[config.mk]
export PLATFORM = sky130hd
export DESIGN_NAME = pot_front
export DESIGN_NICKNAME = d
export VERILOG_FILES = /design/src/hdl/pot_pkg.sv /design/src/hdl/pot_front.sv
export SDC_FILE = /design/constraint.sdc
export NUM_CORES = 1
export LEC_CHECK = 0
export ABC_CLOCK_PERIOD_IN_PS = 10350
export BUFFER_PORTS_ARGS = -buffer_cell sky130_fd_sc_hd__buf_2
export CORE_UTILIZATION = 35
export DETAILED_ROUTE_END_ITERATION = 16
export GPL_ROUTABILITY_DRIVEN = 0
export PLACE_DENSITY = 0.65
export SYNTH_ARGS = -nofsm -noshare
export SYNTH_HDL_FRONTEND = slang
export SYNTH_SLANG_ARGS = --single-unit
export TNS_END_PERCENT = 1
[constraint.sdc]
create_clock -name clk -period 10.35 [get_ports clk]
set_input_delay 1.035 -clock clk [delete_from_list [all_inputs] [get_ports clk]]
set_output_delay 1.035 -clock clk [all_outputs]
set_load 0.05 [all_outputs]
[src/hdl/pot_pkg.sv]
`timescale 1ns / 1ps
package pot_pkg;

  localparam int unsigned FRAMES_DEF  = 65536;
  localparam int unsigned HOST_ID_DEF = 0;
  localparam int unsigned IDX_W       = 24;  // enough for the largest table

  localparam logic [7:0]  DEVICE_OWNER = 8'd255;
  localparam logic [15:0] SMMU_MARK    = 16'hFFFF;
  localparam logic [35:0] GFN_NONE     = 36'hF_FFFF_FFFF;

  localparam logic [15:0] SHARE_LIMIT_RST = 16'd100;
  localparam logic [15:0] SMMU_LIMIT_RST  = 16'd16;

  localparam logic CFG_SHARE_LIMIT = 1'b0;
  localparam logic CFG_SMMU_LIMIT  = 1'b1;

  localparam logic [1:0] STAT_APPLIED  = 2'd0;
  localparam logic [1:0] STAT_NOCHANGE = 2'd1;
  localparam logic [1:0] STAT_FAULT    = 2'd2;

  typedef enum logic [3:0] {
    CMD_HOST_MAP    = 4'd0,
    CMD_IO_MAP      = 4'd1,
    CMD_CLEAR       = 4'd2,
    CMD_ASSIGN_VM   = 4'd3,
    CMD_GRANT       = 4'd4,
    CMD_REVOKE      = 4'd5,
    CMD_ASSIGN_SMMU = 4'd6,
    CMD_SMMU_MAP    = 4'd7,
    CMD_SMMU_UNMAP  = 4'd8
  } cmd_t;

  typedef enum logic [1:0] {
    ST_CLEAR,
    ST_IDLE,
    ST_EXEC
  } state_t;

  typedef struct packed {
    logic [3:0]       cmd;
    logic [7:0]       vm;
    logic             in_range;
    logic [IDX_W-1:0] idx;
    logic [35:0]      gfn;
  } item_t;

  typedef struct packed {
    logic [7:0]  owner;
    logic [15:0] count;
    logic [35:0] gmap;
  } entry_t;

  typedef struct packed {
    logic [1:0]  status;
    logic        write_stage2;
    logic        stage2_kind;
    logic        clear_host_mapping;
    logic        scrub_page;
    logic        fetch_contents;
    logic        flush_page;
    logic        write_smmu_entry;
    logic [7:0]  owner_after;
    logic [15:0] count_after;
  } result_t;

endpackage

[src/hdl/pot_front.sv]
`timescale 1ns / 1ps
module pot_front #(
  parameter int unsigned FRAMES = pot_pkg::FRAMES_DEF
) (
  input  logic          clk,
  input  logic          rst,
  input  logic          hold,
  input  logic          push,
  output logic          full,
  input  logic [3:0]    command,
  input  logic [7:0]    vm_id,
  input  logic [35:0]   frame,
  input  logic [35:0]   guest_frame,
  output logic          q_valid,
  output pot_pkg::item_t q_item,
  input  logic          q_pop
);
  import pot_pkg::*;

  localparam int unsigned AW = $clog2(FRAMES);

  item_t      slots [2];
  logic       wptr, rptr;
  logic [1:0] fill;
  item_t      cls;
  logic       do_push;

  // classify: range check and table index
  always_comb begin
    cls.cmd      = command;
    cls.vm       = vm_id;
    cls.in_range = (frame < 36'(FRAMES));
    cls.idx      = '0;
    cls.idx[AW-1:0] = frame[AW-1:0];
    cls.gfn      = guest_frame;
  end

  assign full    = hold || (fill == 2'd2);
  assign do_push = push && !full;
  assign q_valid = (fill != 2'd0);
  assign q_item  = slots[rptr];

  always_ff @(posedge clk) begin
    if (do_push) begin
      slots[wptr] <= cls;
    end
    if (rst) begin
      wptr <= 1'b0;
      rptr <= 1'b0;
      fill <= 2'd0;
    end else begin
      if (do_push) wptr <= ~wptr;
      if (q_pop) rptr <= ~rptr;
      fill <= fill + 2'(do_push) - 2'(q_pop);
    end
  end

endmodule

==> metrics.md <==
| Metric | Value |
|---|---|
| Delay-heaviest family, CP | flip-flops |
| Reg2reg start | fill[1] |
| Clk pwr share | 39.8% |
| Num CTS Buffers | 17 |
| Starting Density | 36.0% |
| VDD IR max | 92.0 uV |
| Placed instance area | 5990 um2 |
| CP required | 9.32 ns |
| NetSw | 390 uW |
| Core Region | 13900 um2 |
| Pin count of the biggest net entering global routing | 66 |
| Final hold violation count | 0 |
| Gr usage total | 12.8% |
| Final HPWL DP | 5660 um |
| CTS tree | done |
| Longest Clk Path Bufs | 2 |
| Global route overflow | 0 |
| H-tree depth | 4 |
| Setup Buffers After CTS | 0 |
| Vias in the first global route | 2790 |
| Layout Area Growth over Synthesis | 30.9% |
| Rel. slew slack | 35.6% |
| CP Capture Type | output pin |
| IO Port Bufs | 155 |
| Slew Viols, Final | 0 |
| Via density | 4.55 |
| Power per cell area | 222 nW/um2 |
| Worst hold path startpoint | rptr |
| Pleak | 0.00248 uW |
| GRT met1 Usage | 14.0% |
| Register-to-register setup slack | 7.76 ns |
| Worst Hold Class | reg -> reg |
| Die ar. | 14800 um2 |
| Residual DRC | 0 |
| Crit-path cells | mux2_2 > buf_2 |
| Cell Area, Synth | 5020 um2 |
| CTS root buf | clkbuf_16 |
| Comb power frac | 15.5% |
| Cell Rows | 43 |
| Synth warnings | 0 |
| Finished Layout Cells | 605 |
| WL final | 9000 um |
| FF/Latch Area | 4010 um2 |
| Synthesized area per cell | 20.6 um2 |
| Netlist cell types | 19 |
| Crit Path Class | reg -> out |
| Hold-fix buffers, CTS | 0 |
| Post-CTS Resized | 0 |
| Pint | 1070 uW |
| Final worst slack | 7.27 ns |
| Most common cell after layout, fill and taps aside | buf_2 |
| Global-route wire length before repair | 13500 um |
| Nets | 503 |
| Max cap viols | 0 |
| Worst skew pair latency | 0.42 ns |
| Flops & latches, synth | 135 |
| Final core occ | 47.2% |
| Die width | 122 um |
| Initial antenna violation count | 1 |
| Total inserted antenna cells | 0 |
| Die Y | 122 um |
| Final Cycle Share | 29.7% |
| CP max FO | 65 |
| Critical-path top delay cell | dfxtp_4 |
| Setup Skew | 0.0151 ns |
| Worst-Margin Slew | 0.964 ns |
| Num ports | 164 |
| Clock transition at path regs | 0.05 ns |
| Final instance area | 6570 um2 |
| # fillers | 1222 |
| Via count | 2754 |
| Cells after Synth | 244 |
| Post-Place Setup Slack | 6.99 ns |
| Fmax | 325 MHz |
| CP max stage delay | 0.89 ns |
| Area of the multi-input gates | 957 um2 |
| Switching share of power | 26.8% |
| Routed WL per cell | 14.9 um |
| Initial detailed-routing violation count | 94 |
| Antenna-violating nets left | 0 |
| CP Launch Type | register |
| Buffer and inverter count on the worst path | 1 |
| Seq/Total Area, Yosys | 79.7% |
| Setup_tns | 0 ns |
| RSZ-0062 raised after global routing | false |
| DRT Pass-1 Iters | 4 |
| Share of layout cells above drive strength 1 | 61.4% |
| Met3 usage | 6.18% |
| Part of the power in registers | 44.7% |
| Leading cell types in the layout, fill and taps excluded | buf_2 (155), edfxtp_1 (130), mux2_2 (65) |
| Inst Count DP | 573 |
| Final min period | 3.08 ns |
| GR peak layer | met2 |
| Clock Sinks | 135 |
| M2 GR Usage | 20.4% |
| CP arrival | 2.04 ns |
| Outcome | complete, no violations |
| Final setup viols | 0 |
flip-flops by register name, indices dropped and copies added, names as in the netlist, named ones only:
name	flops
rptr	1
wptr	1
slots	130
fill	2
final cells by class:
cell class                      count  area share, %
Sequential cell                   135           61.0
Multi-Input combinational cell     99           14.6
Timing Repair Buffer              157           12.0
Clock buffer                       20           6.95
Tap cell                          180           3.43
Clock inverter                     12           1.94
Inverter                            2          0.114
path summary, 6_finish.rpt:
path	end	cells past startpoint
hold reg to reg	register	2
setup / recovery	q_item[42]	2
setup reg to reg	slots[0][14]	4
hold / removal	register	2
cell usage after synthesis:
master      n  area [um2]
or2_2       2        12.5
mux2_2     65         732
inv_1       2        7.51
buf_2       7        35.0
xor2_1      1        8.76
nand2_1     1        3.75
dfxtp_1     5         100
conb_1      1        3.75
nor2b_1     1        6.26
ha_1        2        25.0
edfxtp_1  130        3900
nor2_1      8        30.0
nor2b_4     1        13.8
xnor2_1     2        17.5
nand3_1     1        5.00
mux2_4      1        15.0
nor4_1      5        31.3
buf_4       8        60.1
or3b_4      1        11.3
worst min-delay path, cell delays in order (launching register included):
cell     delay, ns
dfxtp_1       0.34
xnor2_1       0.09
nor2_1        0.07
power groups by stage:
stage               Clock (uW)  Sequential, uW  Combinational [uW]
CTS                        598             654                 228
global placement             0             663                 226
floorplan                    0             654                 182
global route               620             656                 237
finish                     580             652                 225
detailed placement           0             665                 228
cell families (layout without fill, tap and decap cells):
| group | count (synthesis) | in the layout | share of synthesized area [%] |
|---|---|---|---|
| XOR/XNOR | 3 | 3 | 0.523 |
| adder cells (fa/ha/maj) | 2 | 2 | 0.498 |
| buffers and inverters | 17 | 191 | 2.04 |
| flip-flops | 135 | 135 | 79.7 |
| multiplexers | 66 | 66 | 14.9 |
| other | 1 | 8 | 0.0747 |
| AND/OR/NAND/NOR | 20 | 20 | 2.27 |
per-stage QoR:
step	power (uW)	hold WS (ns)
CTS	1480	0.536
detailed placement	892	0.515
global route	1510	0.577
floorplan	836	0.480
global placement	890	0.498
finish	1460	0.524
per-layer routing:
| metal | part of all wire (%) | up-vias |
|---|---|---|
| li1 | - | 1270 |
| met1 | 42 | 1338 |
| met2 | 49 | 127 |
| met3 | 7.9 | 17 |
| met4 | 1.7 | 2 |
| met5 | 0.11 | - |
Power figures use the tool's default switching activity.
